File: src/rtl/nlc_pkg.sv
`timescale 1ns / 1ps
// shared types, codes and reset values of the notification led compositor
// no dependencies

package nlc_pkg;

    localparam int COLOR_W = 24;
    localparam int TIME_W  = 16;
    localparam int FM_W    = 2;
    localparam int SRC_W   = 2;
    localparam int DEB_W   = 8;
    localparam int NUM_SRC = 3;

    localparam int S_TDATA_W = 64;
    localparam int M_TDATA_W = 32;
    localparam int PADDR_W   = 4;
    localparam int PDATA_W   = 32;

    // item kinds
    localparam logic MODE_TICK  = 1'b0;
    localparam logic MODE_WRITE = 1'b1;

    // sources
    localparam logic [SRC_W-1:0] SRC_BATTERY      = 2'd0;
    localparam logic [SRC_W-1:0] SRC_NOTIFICATION = 2'd1;
    localparam logic [SRC_W-1:0] SRC_ATTENTION    = 2'd2;
    localparam logic [SRC_W-1:0] SRC_INVALID      = 2'd3;

    // flash modes
    localparam logic [FM_W-1:0] FM_NONE     = 2'd0;
    localparam logic [FM_W-1:0] FM_TIMED    = 2'd1;
    localparam logic [FM_W-1:0] FM_HARDWARE = 2'd2;

    // register indexes
    localparam logic [1:0] REG_DEBOUNCE      = 2'd0;
    localparam logic [1:0] REG_MIN_FLASH     = 2'd1;
    localparam logic [1:0] REG_DEFAULT_FLASH = 2'd2;

    localparam logic [DEB_W-1:0]  DEBOUNCE_RESET      = 8'd50;
    localparam logic [TIME_W-1:0] MIN_FLASH_RESET     = 16'd50;
    localparam logic [TIME_W-1:0] DEFAULT_FLASH_RESET = 16'd1000;
    localparam logic [DEB_W-1:0]  SINCE_MAX           = 8'hFF;

    typedef struct packed {
        logic [COLOR_W-1:0] color;
        logic [FM_W-1:0]    flash_mode;
        logic [TIME_W-1:0]  on_time;
        logic [TIME_W-1:0]  off_time;
    } led_req_t;

    localparam led_req_t REQ_OFF = '0;

endpackage

File: src/rtl/notification_led_compositor_core.sv
`timescale 1ns / 1ps
// notification led compositor: source records, debounce, priority pick and blink timer
// depends on nlc_pkg
//
// usage:
//   s_ channel carries one beat per item: a one millisecond tick (tuser = 0)
//   or a source request write (tuser = 1) with source, color, flash mode and
//   on and off times in tdata.
//   m_ channel returns one beat per item with the led color, the blink flag
//   and whether a write was applied, all after the item took effect.
//   apb port holds debounce_ms (0x0), min_flash_ms (0x4), default_flash_ms (0x8);
//   write them only while no beat is in flight.
// path: an accepted s_ beat goes through the input register, then the update logic
//   into the result register, before its m_ beat.
// throughput: one item per cycle with m_tready high; one update stage owns all state.
// reset: aresetn low clears all records to off, blinking off, color zero,
//   the time since the last apply to its saturated value and the registers
//   to 50, 50 and 1000 ms.
// stall: with m_tready low the result register holds and the input register
//   takes one more beat, then s_tready drops until the result is taken.

module notification_led_compositor_core (
    input  logic                          aclk,
    input  logic                          aresetn,

    input  logic                          s_tvalid,
    output logic                          s_tready,
    // source[1:0], color[25:2], flash_mode[27:26], on_time[43:28],
    // off_time[59:44], zero[63:60]
    input  logic [nlc_pkg::S_TDATA_W-1:0] s_tdata,
    // mode[0]
    input  logic                          s_tuser,

    output logic                          m_tvalid,
    input  logic                          m_tready,
    // led_color[23:0], blink_active[24], write_applied[25], zero[31:26]
    output logic [nlc_pkg::M_TDATA_W-1:0] m_tdata,

    input  logic                          psel,
    input  logic                          penable,
    input  logic                          pwrite,
    input  logic [nlc_pkg::PADDR_W-1:0]   paddr,
    input  logic [nlc_pkg::PDATA_W-1:0]   pwdata,
    output logic [nlc_pkg::PDATA_W-1:0]   prdata,
    output logic                          pready
);

    localparam int CW = nlc_pkg::COLOR_W;
    localparam int TW = nlc_pkg::TIME_W;

    // config registers
    logic [nlc_pkg::DEB_W-1:0] debounce_reg;
    logic [TW-1:0]             min_flash_reg;
    logic [TW-1:0]             default_flash_reg;
    logic                      cfg_wr;

    // input register
    logic                      in_valid_reg;
    logic                      in_mode_reg;
    logic [nlc_pkg::SRC_W-1:0] in_src_reg;
    nlc_pkg::led_req_t         in_req_reg;

    // state
    nlc_pkg::led_req_t         rec_reg [nlc_pkg::NUM_SRC];
    nlc_pkg::led_req_t         rec_next [nlc_pkg::NUM_SRC];
    logic [nlc_pkg::DEB_W-1:0] since_reg, since_next;
    logic                      blink_en_reg, blink_en_next;
    logic [CW-1:0]             blink_color_reg, blink_color_next;
    logic [TW-1:0]             blink_on_reg, blink_on_next;
    logic [TW-1:0]             blink_off_reg, blink_off_next;
    logic                      phase_on_reg, phase_on_next;
    logic [TW-1:0]             timer_reg, timer_next;
    logic [CW-1:0]             static_reg, static_next;

    // result register
    logic                      out_valid_reg;
    logic [CW-1:0]             out_color_reg, out_color_next;
    logic                      out_blink_reg;
    logic                      out_applied_reg, out_applied_next;

    logic                      fire;

    assign fire     = in_valid_reg && (!out_valid_reg || m_tready);
    assign s_tready = !in_valid_reg || fire;
    assign m_tvalid = out_valid_reg;
    assign m_tdata  = {{(nlc_pkg::M_TDATA_W - CW - 2){1'b0}},
                       out_applied_reg, out_blink_reg, out_color_reg};

    // apb
    assign pready = 1'b1;
    assign cfg_wr = psel && penable && pwrite;

    always_comb begin
        prdata = '0;
        case (paddr[3:2])
            nlc_pkg::REG_DEBOUNCE:      prdata[nlc_pkg::DEB_W-1:0] = debounce_reg;
            nlc_pkg::REG_MIN_FLASH:     prdata[TW-1:0] = min_flash_reg;
            nlc_pkg::REG_DEFAULT_FLASH: prdata[TW-1:0] = default_flash_reg;
            default:                    prdata = '0;
        endcase
    end

    always_ff @(posedge aclk) begin
        if (!aresetn) begin
            debounce_reg      <= nlc_pkg::DEBOUNCE_RESET;
            min_flash_reg     <= nlc_pkg::MIN_FLASH_RESET;
            default_flash_reg <= nlc_pkg::DEFAULT_FLASH_RESET;
        end else if (cfg_wr) begin
            case (paddr[3:2])
                nlc_pkg::REG_DEBOUNCE:      debounce_reg <= pwdata[nlc_pkg::DEB_W-1:0];
                nlc_pkg::REG_MIN_FLASH:     min_flash_reg <= pwdata[TW-1:0];
                nlc_pkg::REG_DEFAULT_FLASH: default_flash_reg <= pwdata[TW-1:0];
                default: ;
            endcase
        end
    end

    // input stage
    always_ff @(posedge aclk) begin
        if (!aresetn) begin
            in_valid_reg <= 1'b0;
        end else if (s_tready) begin
            in_valid_reg <= s_tvalid;
        end
    end

    always_ff @(posedge aclk) begin
        if (s_tready && s_tvalid) begin
            in_mode_reg         <= s_tuser;
            in_src_reg          <= s_tdata[1:0];
            in_req_reg.color    <= s_tdata[25:2];
            in_req_reg.flash_mode <= s_tdata[27:26];
            in_req_reg.on_time  <= s_tdata[43:28];
            in_req_reg.off_time <= s_tdata[59:44];
        end
    end

    // update stage
    always_comb begin
        logic              is_write;
        logic              all_off;
        logic              apply;
        nlc_pkg::led_req_t pick;
        logic              want;
        logic [TW-1:0]     on_t;
        logic [TW-1:0]     off_t;
        logic              changed;

        for (int i = 0; i < nlc_pkg::NUM_SRC; i++) begin
            rec_next[i] = rec_reg[i];
        end
        since_next       = since_reg;
        blink_en_next    = blink_en_reg;
        blink_color_next = blink_color_reg;
        blink_on_next    = blink_on_reg;
        blink_off_next   = blink_off_reg;
        phase_on_next    = phase_on_reg;
        timer_next       = timer_reg;
        static_next      = static_reg;
        apply            = 1'b0;
        pick             = nlc_pkg::REQ_OFF;
        want             = 1'b0;
        on_t             = '0;
        off_t            = '0;
        changed          = 1'b0;
        all_off          = 1'b0;

        is_write = (in_mode_reg == nlc_pkg::MODE_WRITE);

        if (!is_write) begin
            if (since_reg != nlc_pkg::SINCE_MAX) begin
                since_next = since_reg + 1'b1;
            end
            if (blink_en_reg) begin
                if (timer_reg <= TW'(1)) begin
                    phase_on_next = !phase_on_reg;
                    timer_next    = phase_on_reg ? blink_off_reg : blink_on_reg;
                end else begin
                    timer_next = timer_reg - 1'b1;
                end
            end
        end else if (in_src_reg != nlc_pkg::SRC_INVALID) begin
            case (in_src_reg)
                nlc_pkg::SRC_BATTERY:      rec_next[0] = in_req_reg;
                nlc_pkg::SRC_NOTIFICATION: rec_next[1] = in_req_reg;
                nlc_pkg::SRC_ATTENTION:    rec_next[2] = in_req_reg;
                default: ;
            endcase
            all_off = (rec_next[0].color == '0) && (rec_next[1].color == '0) &&
                      (rec_next[2].color == '0);
            apply = all_off || (since_reg >= debounce_reg);
            if (apply) begin
                since_next = '0;
                if (rec_next[1].color != '0) begin
                    pick = rec_next[1];
                end else if (rec_next[2].color != '0) begin
                    pick = rec_next[2];
                end else if (rec_next[0].color != '0) begin
                    pick = rec_next[0];
                end
                want = ((pick.flash_mode == nlc_pkg::FM_TIMED) ||
                        (pick.flash_mode == nlc_pkg::FM_HARDWARE)) &&
                       (pick.color != '0);
                on_t  = pick.on_time;
                off_t = pick.off_time;
                if (want) begin
                    if (on_t < min_flash_reg) on_t = default_flash_reg;
                    if (off_t < min_flash_reg) off_t = default_flash_reg;
                    changed = !blink_en_reg || (pick.color != blink_color_reg) ||
                              (on_t != blink_on_reg) || (off_t != blink_off_reg);
                    if (changed) begin
                        phase_on_next = 1'b1;
                        timer_next    = on_t;
                    end
                end else begin
                    static_next   = pick.color;
                    phase_on_next = 1'b0;
                    timer_next    = '0;
                end
                blink_en_next    = want;
                blink_color_next = pick.color;
                blink_on_next    = on_t;
                blink_off_next   = off_t;
            end
        end

        out_applied_next = apply;
        out_color_next   = blink_en_next ? (phase_on_next ? blink_color_next : '0)
                                         : static_next;
    end

    always_ff @(posedge aclk) begin
        if (!aresetn) begin
            for (int i = 0; i < nlc_pkg::NUM_SRC; i++) begin
                rec_reg[i] <= nlc_pkg::REQ_OFF;
            end
            since_reg       <= nlc_pkg::SINCE_MAX;
            blink_en_reg    <= 1'b0;
            blink_color_reg <= '0;
            blink_on_reg    <= '0;
            blink_off_reg   <= '0;
            phase_on_reg    <= 1'b0;
            timer_reg       <= '0;
            static_reg      <= '0;
        end else if (fire) begin
            for (int i = 0; i < nlc_pkg::NUM_SRC; i++) begin
                rec_reg[i] <= rec_next[i];
            end
            since_reg       <= since_next;
            blink_en_reg    <= blink_en_next;
            blink_color_reg <= blink_color_next;
            blink_on_reg    <= blink_on_next;
            blink_off_reg   <= blink_off_next;
            phase_on_reg    <= phase_on_next;
            timer_reg       <= timer_next;
            static_reg      <= static_next;
        end
    end

    // result stage
    always_ff @(posedge aclk) begin
        if (!aresetn) begin
            out_valid_reg <= 1'b0;
        end else if (fire) begin
            out_valid_reg <= 1'b1;
        end else if (m_tready) begin
            out_valid_reg <= 1'b0;
        end
    end

    always_ff @(posedge aclk) begin
        if (fire) begin
            out_color_reg   <= out_color_next;
            out_blink_reg   <= blink_en_next;
            out_applied_reg <= out_applied_next;
        end
    end

endmodule

File: config.mk
export PLATFORM = sky130hd
export DESIGN_NAME = notification_led_compositor_core
export DESIGN_NICKNAME = d
export VERILOG_FILES = /design/src/rtl/nlc_pkg.sv /design/src/rtl/notification_led_compositor_core.sv
export SDC_FILE = /design/constraint.sdc
export NUM_CORES = 1
export LEC_CHECK = 0
export BUFFER_PORTS_ARGS = -buffer_cell sky130_fd_sc_hd__buf_4
export CAP_MARGIN = 25
export CELL_PAD_IN_SITES_DETAIL_PLACEMENT = 1
export CELL_PAD_IN_SITES_GLOBAL_PLACEMENT = 2
export CORE_UTILIZATION = 42
export DETAILED_ROUTE_END_ITERATION = 7
export HOLD_SLACK_MARGIN = 0.02
export PLACE_DENSITY = 0.92
export SLEW_MARGIN = 20
export SYNTH_ARGS = -nofsm -noshare
export SYNTH_HDL_FRONTEND = slang
export SYNTH_SLANG_ARGS = --single-unit
File: constraint.sdc
create_clock -name aclk -period 35.7 [get_ports aclk]
set_input_delay 7.14 -clock aclk [delete_from_list [all_inputs] [get_ports aclk]]
set_output_delay 7.14 -clock aclk [all_outputs]
set_load 0.05 [all_outputs]
==> results of run 1 <==
-- critical path: stages --
cell and delay, ns:
buf_4 0.12, inv_1 0.07, ha_1 0.59, a22oi_1 0.23
nor2b_1 0.18, buf_4 0.21
-- synth_stat cells, types with 19 or more instances --
library cell / count
a21boi_0: 61
a21oi_1: 84
buf_2: 32
buf_4: 33
clkbuf_1: 95
dfxtp_1: 148
edfxtp_1: 261
ha_1: 45
inv_1: 58
mux2_2: 23
mux2i_1: 212
nand2_1: 348
nand3_1: 23
nand4_1: 23
nor2_1: 266
nor2b_1: 19
nor3_1: 41
nor4_1: 21
o211a_1: 54
o211ai_1: 32
o21ai_0: 74
o22ai_1: 21
o31a_1: 20
xnor2_1: 27
xor2_1: 29
-- final cells by class --
type / count / area [µm²]
sequential: 409 / 10800
multi-input combinational: 1681 / 10960
fill: 5885 / 27460
timing repair buffer: 165 / 1297
clock buffer: 62 / 1282
tap: 688 / 860.8
clock inverter: 23 / 202.7
inverter: 58 / 217.7
-- kinds of logic after synthesis --
group / count (synthesis)
buffers and inverters: 240
other: 2
adders and majority gates: 45
xor gates and xnor gates: 56
and+or+nand+nor: 818
muxes: 238
DFF: 409
AOI/OAI and AO/OA: 501
-- worst min-delay path by stage --
stage	start	endpoint	cells past startpoint
floorplan	static_reg[10]$_SDFFE_PN0P_	static_reg[10]$_SDFFE_PN0P_	2
global placement	static_reg[6]$_SDFFE_PN0P_	static_reg[6]$_SDFFE_PN0P_	2
detailed placement	static_reg[21]$_SDFFE_PN0P_	static_reg[21]$_SDFFE_PN0P_	2
CTS	static_reg[21]$_SDFFE_PN0P_	static_reg[21]$_SDFFE_PN0P_	2
global route	static_reg[4]$_SDFFE_PN0P_	static_reg[4]$_SDFFE_PN0P_	2
finish	static_reg[21]$_SDFFE_PN0P_	static_reg[21]$_SDFFE_PN0P_	2
-- per-stage QoR --
step | hold slack (ns) | util [%] | power, mW | cell area [µm²] | worst slack, ns
2_1_floorplan | 0.4428 | - | 0.7242 | 22820 | 15.12
3_3_place_gp | 0.4521 | 45.28 | 0.7803 | 24030 | 20.05
3_5_place_dp | 0.4663 | 45.38 | 0.7903 | 24090 | 20.05
4_1_cts | 0.4744 | 48.18 | 1.266 | 25570 | 20.03
5_1_grt | 0.4946 | 48.27 | 1.307 | 25620 | 19.89
6_report | 0.4695 | 48.27 | 1.261 | 25620 | 20.01
-- power groups by stage --
stage | combinational, mW | clock [mW] | sequential (mW)
final | 0.232 | 0.476 | 0.554
after detailed placement | 0.227 | 0 | 0.563
after floorplan | 0.158 | 0 | 0.567
after global routing | 0.250 | 0.501 | 0.556
after global placement | 0.219 | 0 | 0.561
after CTS | 0.229 | 0.484 | 0.553
-- routing by layer --
layer	routed length (µm)	GRT usage, %	vias to the layer above
met4	2840	11.00	0
li1	-	-	8472
met5	0	0	-
met1	31810	33.68	9413
met3	3202	3.325	133
met2	35460	44.30	496
==> reports/qor.csv, run 1 <==
stage,metric,value,unit
synthesis,yosysSeqAreaShare,47.49,%
pwr,power_density,49.24,nW/µm²
drt,final_antenna_net_count,0,
drt,vias,18514,
sta,finalHoldViolations,0,
drt,firstDrtPassIters,5,
pwr,ir_worst_vdd,0.00003810,V
synthesis,yosysUniqueCellTypes,91,
grt,grt_pass1_wl,113000,µm
cells_and_area,final_cell_mix,"nand2_1 (346), nor2_1 (263), edfxtp_1 (261), mux2i_1 (212), buf_4 (158)",
pwr,p_clk_share,37.7,%
cells_and_area,syn2layout_area_growth,12.64,%
synthesis,ys_warn_count,0,
die,rows,84,
clocking,htreeDepth,2,
clocking,cts_buffers,46,
drt,wl_per_cell,23.76,µm
clocking,hold_buffers,0,
die,initial_utilization,42.85,%
setup_path,reg2reg_from,in_src_reg[1]$_DFFE_PP_,
synthesis,yosysTopAreaCellShare,34.46,%
clocking,cts.sinks,409,
cells_and_area,largest_reg_flops,174,
sta,fin_crit,15.69,ns
pwr,swShare,29.57,%
sta,tightest_slew,1.206,ns
pwr,p_comb_share,18.4,%
job,drv_cap,0,
status,status,"complete, no violations",
synthesis,synthFlopType,edfxtp_1,
cells_and_area,layout_commonest_cell,nand2_1,
synthesis,synthCells,2309,
sta,rsz0062_at_grt,no,
synthesis,synth_compound_area_share,16.15,%
synthesis,syn_area,22740,µm²
die,fp.dieW,234.7,µm
setup_path,crit_fanout,18,
clocking,clockBufferDepth,3,
grt,grtUsageTotal,26.16,%
synthesis,synth-simple-area-share,15.94,%
sta,slew_headroom,19.62,%
setup_path,r2r_slack,26.71,ns
pwr,p_int,0.8883,mW
synthesis,synth_top_family_by_area,compound AO/OA/AOI/OAI gates,
synthesis,ys_ff_latch,409,
grt,antenna_found_initial,0,
synthesis,yosys.area_share.adder,2.476,%
place,routabilityCongestion,0.8904,
synthesis,synth.avg_cell_area,9.849,µm²
clocking,worstSkewPairLatency,0.59,ns
grt,overflow,0,
die,io_pins,175,
clocking,cts_tree,built,
sta,setup_violations,0,
sta,setup_tns,0,ns
setup_path,rr_endpoint,out_color_reg[21]$_DFFE_PP_,
drt,drc,0,
synthesis,synthXorXnorAreaFrac,2.157,%
drt,drt_iter0_markers,1386,
setup_path,worst_setup_path_end_kind,output pin,
place,dpl.hpwl,50640,µm
cells_and_area,fin_cells,3086,
setup_path,crit_path_end,prdata[10],
place,post-place-cells,2999,
setup_path,cp-startpoint,paddr[2],
setup_path,required,28.56,ns
die,dieHeight,234.7,µm
cells_and_area,layout-drive-gt1-share,12.80,%
sta,finalClockSkew,0.01510,ns
die,dieArea,55080,µm²
setup_path,worstPathArrival,8.55,ns
pwr,p_leak,10.67,nW
setup_path,startpoint_type,input pin,
setup_path,worstSetupPathType,input pin to output pin,
die,core_area,53080,µm²
synthesis,async_flop_share,0,%
pwr,power_frac_seq,43.9,%
pwr,power.net_switching,0.3730,mW
synthesis,synth_edf_count,261,
setup_path,worst_r2r_path_depth,21,
clocking,clockRootBuffer,clkbuf_16,
clocking,cts_setup_buffers,0,
min_path,hold_class,register to register,
synthesis,yosys-mux-area-fraction,10.70,%
cells_and_area,finalNetCount,2514,
place,numPortBuffers,129,
grt,grt_max_degree,175,
sta,finalCritPeriodShare,43.94,%
clocking,clkTransAtPathRegs,0.06,ns
clocking,cts-resized-gates,0,
sta,maxSlewViolCount,0,
drt,drt-vias-per-instance,5.999,
drt,wl,73320,µm
synthesis,synth_top_area_cell,edfxtp_1,
synthesis,synthTopCellsByArea,"edfxtp_1 (34%), dfxtp_1 (13%), mux2i_1 (9.3%)",
grt,grt_pass1_vias,18908,
cells_and_area,insertedDiodeCount,0,
sta,fmax,0.06375,GHz
Note: power is estimated with default switching activity, not from simulation.
==> run 2, diff against run 1 <==
--- a/config.mk
+++ b/config.mk
@@ -9,10 +9,10 @@
 export CAP_MARGIN = 25
 export CELL_PAD_IN_SITES_DETAIL_PLACEMENT = 1
 export CELL_PAD_IN_SITES_GLOBAL_PLACEMENT = 2
-export CORE_UTILIZATION = 42
+export CORE_UTILIZATION = 39
 export DETAILED_ROUTE_END_ITERATION = 7
 export HOLD_SLACK_MARGIN = 0.02
-export PLACE_DENSITY = 0.92
+export PLACE_DENSITY = 0.87
 export SLEW_MARGIN = 20
 export SYNTH_ARGS = -nofsm -noshare
 export SYNTH_HDL_FRONTEND = slang
==> constraint.sdc (replaced) <==
create_clock -name aclk -period 16 [get_ports aclk]
set_input_delay 3.2 -clock aclk [delete_from_list [all_inputs] [get_ports aclk]]
set_output_delay 3.2 -clock aclk [all_outputs]
set_load 0.05 [all_outputs]
==> run 2 against run 1 <==
Clock power grew to 2.5 times the previous value. Final cell count is 2.7% higher. Cell area is 1.2% higher. Critical path depth is 16 higher. Critical endpoint is now out_color_reg[6]$_DFFE_PP_. Highest routed layer unchanged.
==> reports/qor.csv, run 2 (synthesis results as in run 1) <==
stage,metric,value,unit,change
status,status,"complete, no violations",,
setup_path,worst_setup_path_end_kind,register,,
drt,final_antenna_net_count,0,,unchanged
grt,grtUsageTotal,24.85,%,-1.3 points
die,io_pins,175,,unchanged
grt,grt_max_degree,98,,-44%
pwr,power_density,113.7,nW/µm²,+130%
sta,finalCritPeriodShare,57.24,%,
die,rows,88,,+4.8%
place,post-place-cells,3077,,+2.6%
setup_path,crit_fanout,29,,+11
sta,fmax,0.1092,GHz,
drt,drt-vias-per-instance,5.811,,-3.1%
die,initial_utilization,39.42,%,-3.4 points
grt,antenna_found_initial,0,,unchanged
sta,maxSlewViolCount,0,,unchanged
cells_and_area,insertedDiodeCount,0,,unchanged
clocking,cts_buffers,48,,+4.3%
drt,drt_iter0_markers,1219,,-12%
pwr,ir_worst_vdd,0.00007147,V,+88%
drt,firstDrtPassIters,8,,+3
die,core_area,57700,µm²,+8.7%
sta,fin_crit,9.158,ns,
cells_and_area,num-fill-cells,6415,,+9.0%
pwr,p_leak,10.77,nW,+0.92%
drt,drc,0,,unchanged
clocking,clkTransAtPathRegs,0.06,ns,about the same
grt,grt_pass1_wl,114100,µm,+1.0%
cells_and_area,syn2layout_area_growth,14.01,%,
sta,setup_violations,0,,unchanged
place,dpl.hpwl,51310,µm,+1.3%
clocking,cts.sinks,409,,unchanged
die,dieHeight,243.5,µm,+3.7%
cells_and_area,fin_cells,3170,,+2.7%
sta,setup_tns,0,ns,unchanged
clocking,cts_tree,built,,
place,routabilityCongestion,0.9111,,+2.3%
sta,whs,0.4749,ns,+0.005309 ns
min_path,hold_class,register to register,,
cells_and_area,finalNetCount,2519,,+0.20%
sta,finalHoldViolations,0,,unchanged
cells_and_area,layout-drive-gt1-share,13.14,%,+0.34 points
clocking,clockBufferDepth,3,,unchanged
place,numPortBuffers,129,,unchanged
sta,rsz0062_at_grt,no,,
sta,slew_headroom,30.53,%,+11 points
setup_path,required,16.26,ns,-12.30 ns
cells_and_area,final_cell_mix,"nand2_1 (346), nor2_1 (263), edfxtp_1 (261), mux2i_1 (212), buf_4 (161)",,
setup_path,worstSetupPathType,register to register,,
clocking,htreeDepth,2,,unchanged
setup_path,startpoint_type,register,,
clocking,worstSkewPairLatency,0.60,ns,about the same
clocking,cts-resized-gates,0,,unchanged
job,drv_cap,0,,unchanged
grt,overflow,0,,unchanged
drt,vias,18422,,-0.50%
clocking,clockRootBuffer,clkbuf_16,,
drt,wl_per_cell,23.72,µm,-0.18%
pwr,p_total,2.947,mW,+130%
sta,tightest_slew,1.042,ns,-0.1636 ns
clocking,cts_setup_buffers,0,,unchanged
drt,wl,75180,µm,+2.5%
setup_path,worstPathArrival,9.42,ns,+0.87 ns
cells_and_area,layout_commonest_cell,nand2_1,,
cells_and_area,largest_reg_flops,174,,unchanged
grt,grt_pass1_vias,18963,,+0.29%
die,dieArea,59280,µm²,+7.6%
sta,finalClockSkew,0.01720,ns,+0.002106 ns
die,fp.dieW,243.5,µm,+3.7%
clocking,hold_buffers,0,,unchanged
## run 2: cell types whose count changed in the layout (fill, tap and decap cells not counted), moves of 2 or more
cell | previous run | this run
clkbuf_1 | 10 | 6
clkinv_2 | 15 | 11
clkinv_1 | 1 | 4
buf_4 | 158 | 161
clkbuf_8 | 5 | 3
bufinv_16 | 3 | 9
clkbuf_16 | 47 | 49
## run 2: final timing paths
check                              start                           to  slack (ns)  depth (start not counted)
max              in_src_reg[0]$_DFFE_PP_   out_color_reg[6]$_DFFE_PP_        6.84                         22
min          static_reg[12]$_SDFFE_PN0P_  static_reg[12]$_SDFFE_PN0P_        0.47                          2
max reg2reg      in_src_reg[0]$_DFFE_PP_   out_color_reg[6]$_DFFE_PP_        6.84                         22
min reg2reg  static_reg[12]$_SDFFE_PN0P_  static_reg[12]$_SDFFE_PN0P_        0.47                          2
## run 2: per-layer routing
metal  wire [µm]  GRT usage, %  vias up
li1            -             -     8461
met5           0             0        -
met3        3669         2.699      132
met4        2494         8.990        0
met2       36220         42.12      524
met1       32800         32.66     9305
## run 2: final cells by class
class / instances / area (µm²) / share of cell area, %
Clock buffer: 58 / 1290 / 4.975
Clock inverter: 31 / 406.6 / 1.568
Inverter: 58 / 217.7 / 0.8396
Multi-Input combinational cell: 1681 / 10960 / 42.26
Sequential cell: 409 / 10800 / 41.65
Tap cell: 765 / 957.2 / 3.692
Timing Repair Buffer: 168 / 1299 / 5.009
## run 2: critical path, stage by stage (launching register included)
cell	delay, ns
edfxtp_1	0.33
buf_4	0.32
nand2b_4	0.58
nand4_1	0.35
a21oi_2	0.65
nand2_2	0.42
buf_4	0.40
nor3_1	0.23
a2bb2oi_1	0.56
ha_1	0.24
nand2_1	0.07
o21ai_0	0.41
nor3_1	0.14
o21a_1	0.25
a31oi_1	0.23
o31a_1	0.84
mux2i_1	0.51
o2bb2ai_1	0.23
a2111o_1	0.49
nor4_4	0.39
nand3_1	0.21
a21oi_4	0.64
a211oi_1	0.23
## run 2: power breakdown
group          internal [mW]  leakage [nW]  switching, mW  total [mW]
Combinational          0.181          6.07          0.334       0.515
Clock                  0.722         0.833          0.474        1.20
Sequential              1.19          3.86         0.0492        1.24
## run 2: through the flow
step / area (µm²) / util, % / setup WS, ns
floorplan: 22820 / - / 4.055
global placement: 24140 / 41.84 / 6.892
detailed placement: 24150 / 41.86 / 6.878
CTS: 25850 / 44.80 / 6.825
global route: 25930 / 44.94 / 6.531
finish: 25930 / 44.94 / 6.842
==> run 3, diff against run 2 <==
==> constraint.sdc (replaced) <==
create_clock -name aclk -period 8.5 [get_ports aclk]
set_input_delay 1.7 -clock aclk [delete_from_list [all_inputs] [get_ports aclk]]
set_output_delay 1.7 -clock aclk [all_outputs]
set_load 0.05 [all_outputs]
==> run 3 against run 2 <==
Clock power up 67%. Sequential power rose by 88%. Wire length grew 0.30%. Die area did not move. Cell area fell by 0.56%. Core utilization down 0.25 points. Via count decreased by 0.26%. Critical path depth did not move. Critical endpoint is now out_color_reg[21]$_DFFE_PP_. Largest power group unchanged.
==> reports/qor.csv, run 3 (synthesis results as in run 1) <==
stage,metric,value,unit,change
clocking,cts-resized-gates,0,,unchanged
sta,finalClockSkew,0.02264,ns,+0.005434 ns
min_path,holdPathEnd,static_reg[4]$_SDFFE_PN0P_,,
grt,antenna_found_initial,0,,unchanged
sta,fin_crit,7.995,ns,-1.163 ns
setup_path,crit_fanout,26,,-10%
grt,grtUsageTotal,25.00,%,+0.14 points
clocking,clockRootBuffer,clkbuf_16,,
setup_path,path_cells,nor4_1 -> nand4_1 -> mux2i_4 -> nand2_2 -> o311ai_0 -> and2_1 -> ha_1 -> a21oi_1 -> o21ai_0 -> nor3_1 -> o21a_1 -> a31oi_1 -> o31a_1 -> buf_4 -> mux2i_1 -> o2bb2ai_1 -> or4_4 -> nor4_2 -> nand3_1 -> a21oi_4 -> buf_4 -> a211oi_1,,
clocking,cts_buffers,47,,-2.1%
pwr,power_density,205.6,nW/µm²,+81%
cells_and_area,layout_commonest_cell,nand2_1,,
pwr,p_total,5.302,mW,+80%
drt,wl_per_cell,23.72,µm,about the same
sta,rsz0062_at_grt,no,,
place,place_ws,0.7024,ns,-6.176 ns
grt,grt_pass1_vias,18827,,-0.72%
job,drv_cap,0,,unchanged
die,core_area,57700,µm²,unchanged
die,fp.dieW,243.5,µm,unchanged
cells_and_area,finalNetCount,2530,,+0.44%
drt,drt_iter0_markers,1262,,+3.5%
place,numPortBuffers,129,,unchanged
cells_and_area,layout-drive-gt1-share,12.88,%,-0.26 points
die,dieHeight,243.5,µm,unchanged
drt,drc,0,,unchanged
grt,grt_max_degree,175,,+79%
place,place_area,24290,µm²,+0.58%
setup_path,reg2reg_from,rec_reg[0][151]$_SDFFCE_PN0P_,,
setup_path,critPathSlowestCell,o311ai_0,,
place,routabilityCongestion,0.9027,,-0.92%
clocking,clkTransAtPathRegs,0.06,ns,about the same
setup_path,worstPathArrival,8.27,ns,-1.15 ns
setup_path,startpoint_type,register,,
sta,maxSlewViolCount,0,,unchanged
cells_and_area,largest_reg_flops,174,,unchanged
clocking,cts_setup_buffers,0,,unchanged
setup_path,rr_endpoint,out_color_reg[21]$_DFFE_PP_,,
cells_and_area,final_cell_mix,"nand2_1 (345), nor2_1 (263), edfxtp_1 (261), mux2i_1 (212), buf_4 (175)",,
sta,fmax,0.1251,GHz,+15%
setup_path,worst_r2r_path_depth,22,,unchanged
drt,firstDrtPassIters,5,,-3
pwr,ir_worst_vdd,0.0001580,V,+120%
die,dieArea,59280,µm²,unchanged
setup_path,r2r_slack,0.51,ns,-6.34 ns
sta,setup_violations,0,,unchanged
drt,vias,18374,,-0.26%
drt,final_antenna_net_count,0,,unchanged
sta,finalCritPeriodShare,94.06,%,+37 points
sta,finalWorstSetupSlack,0.5050,ns,-6.337 ns
cells_and_area,design_area,25780,µm²,-0.56%
clocking,htreeDepth,2,,unchanged
clocking,cts_tree,built,,
setup_path,required,8.78,ns,-7.48 ns
setup_path,crit_top_cell,buf_4,,
setup_path,worst_setup_path_end_kind,register,,
die,io_pins,175,,unchanged
grt,grt_pass1_wl,114800,µm,+0.56%
die,initial_utilization,39.42,%,unchanged
clocking,clockBufferDepth,3,,unchanged
min_path,worstHoldPathCells,2,,unchanged
status,status,"complete, no violations",,
clocking,hold_buffers,0,,unchanged
min_path,hold_path.startpoint,static_reg[4]$_SDFFE_PN0P_,,
clocking,worstSkewPairLatency,0.60,ns,about the same
die,rows,88,,unchanged
sta,finalHoldViolations,0,,unchanged
sta,tightest_slew,1.112,ns,+0.07008 ns
cells_and_area,insertedDiodeCount,0,,unchanged
setup_path,critPathMaxStageDelay,0.75,ns,-0.09 ns
drt,wl,75400,µm,+0.30%
cells_and_area,syn2layout_area_growth,13.37,%,
min_path,hold_class,register to register,,
grt,overflow,0,,unchanged
clocking,cts.sinks,409,,unchanged
drt,drt-vias-per-instance,5.780,,-0.54%
sta,setup_tns,0,ns,unchanged
place,dpl.hpwl,52470,µm,+2.3%
sta,slew_headroom,25.86,%,-4.7 points
sta,whs,0.4771,ns,+0.002258 ns
pwr,p_leak,10.71,nW,-0.54%
setup_path,worstSetupPathType,register to register,,
-- run 3: worst max-delay path: cells and delay by family, from the launching register on --
kind / cells / cell delay [ns]
compound gates: 9 / 2.86
simple gates: 8 / 2.78
mux: 2 / 0.80
buf+inv: 2 / 0.57
flops: 1 / 0.39
fa+ha+maj: 1 / 0.21
-- run 3: worst max path at each step --
stage	depth (start not counted)	endpoint	from
floorplan	4	rec_reg[0][0]$_SDFFCE_PN0P_	m_tready
global placement	21	out_color_reg[21]$_DFFE_PP_	rec_reg[0][153]$_SDFFCE_PN0P_
detailed placement	22	out_color_reg[21]$_DFFE_PP_	rec_reg[0][151]$_SDFFCE_PN0P_
CTS	22	out_color_reg[21]$_DFFE_PP_	rec_reg[0][151]$_SDFFCE_PN0P_
global route	23	out_color_reg[21]$_DFFE_PP_	in_src_reg[0]$_DFFE_PP_
finish	22	out_color_reg[21]$_DFFE_PP_	rec_reg[0][151]$_SDFFCE_PN0P_
-- run 3: area by class of cell --
class                   count  area (µm²)
multi-input cells        1681       10950
clock buffers              68        1336
flip-flops and latches    409       10800
fillers                  6443       31910
well taps                 765       957.2
clock inverters            18       143.9
inverters                  58       217.7
repair buffers            180        1375
-- run 3: power by group --
group          leakage [nW]  internal, mW  switching (mW)
sequential             3.86          2.24          0.0954
combinational          6.12         0.348           0.627
clock                 0.725          1.15           0.847
total                  10.7          3.73            1.57
-- run 3: per-layer routing --
layer / global-route usage, % / vias to the layer above / part of all wire (%)
li1: - / 8480 / -
met1: 32.67 / 9280 / 44
met2: 42.78 / 488 / 48
met3: 2.655 / 126 / 4.4
met4: 8.694 / 0 / 3.2
met5: 0 / - / 0
-- run 3: through the flow --
stage	cells	util, %
3_3_place_gp	3090	42.08
5_1_grt	3179	44.69
4_1_cts	3178	44.67
2_1_floorplan	2330	-
3_5_place_dp	3092	42.10
6_report	3179	44.69
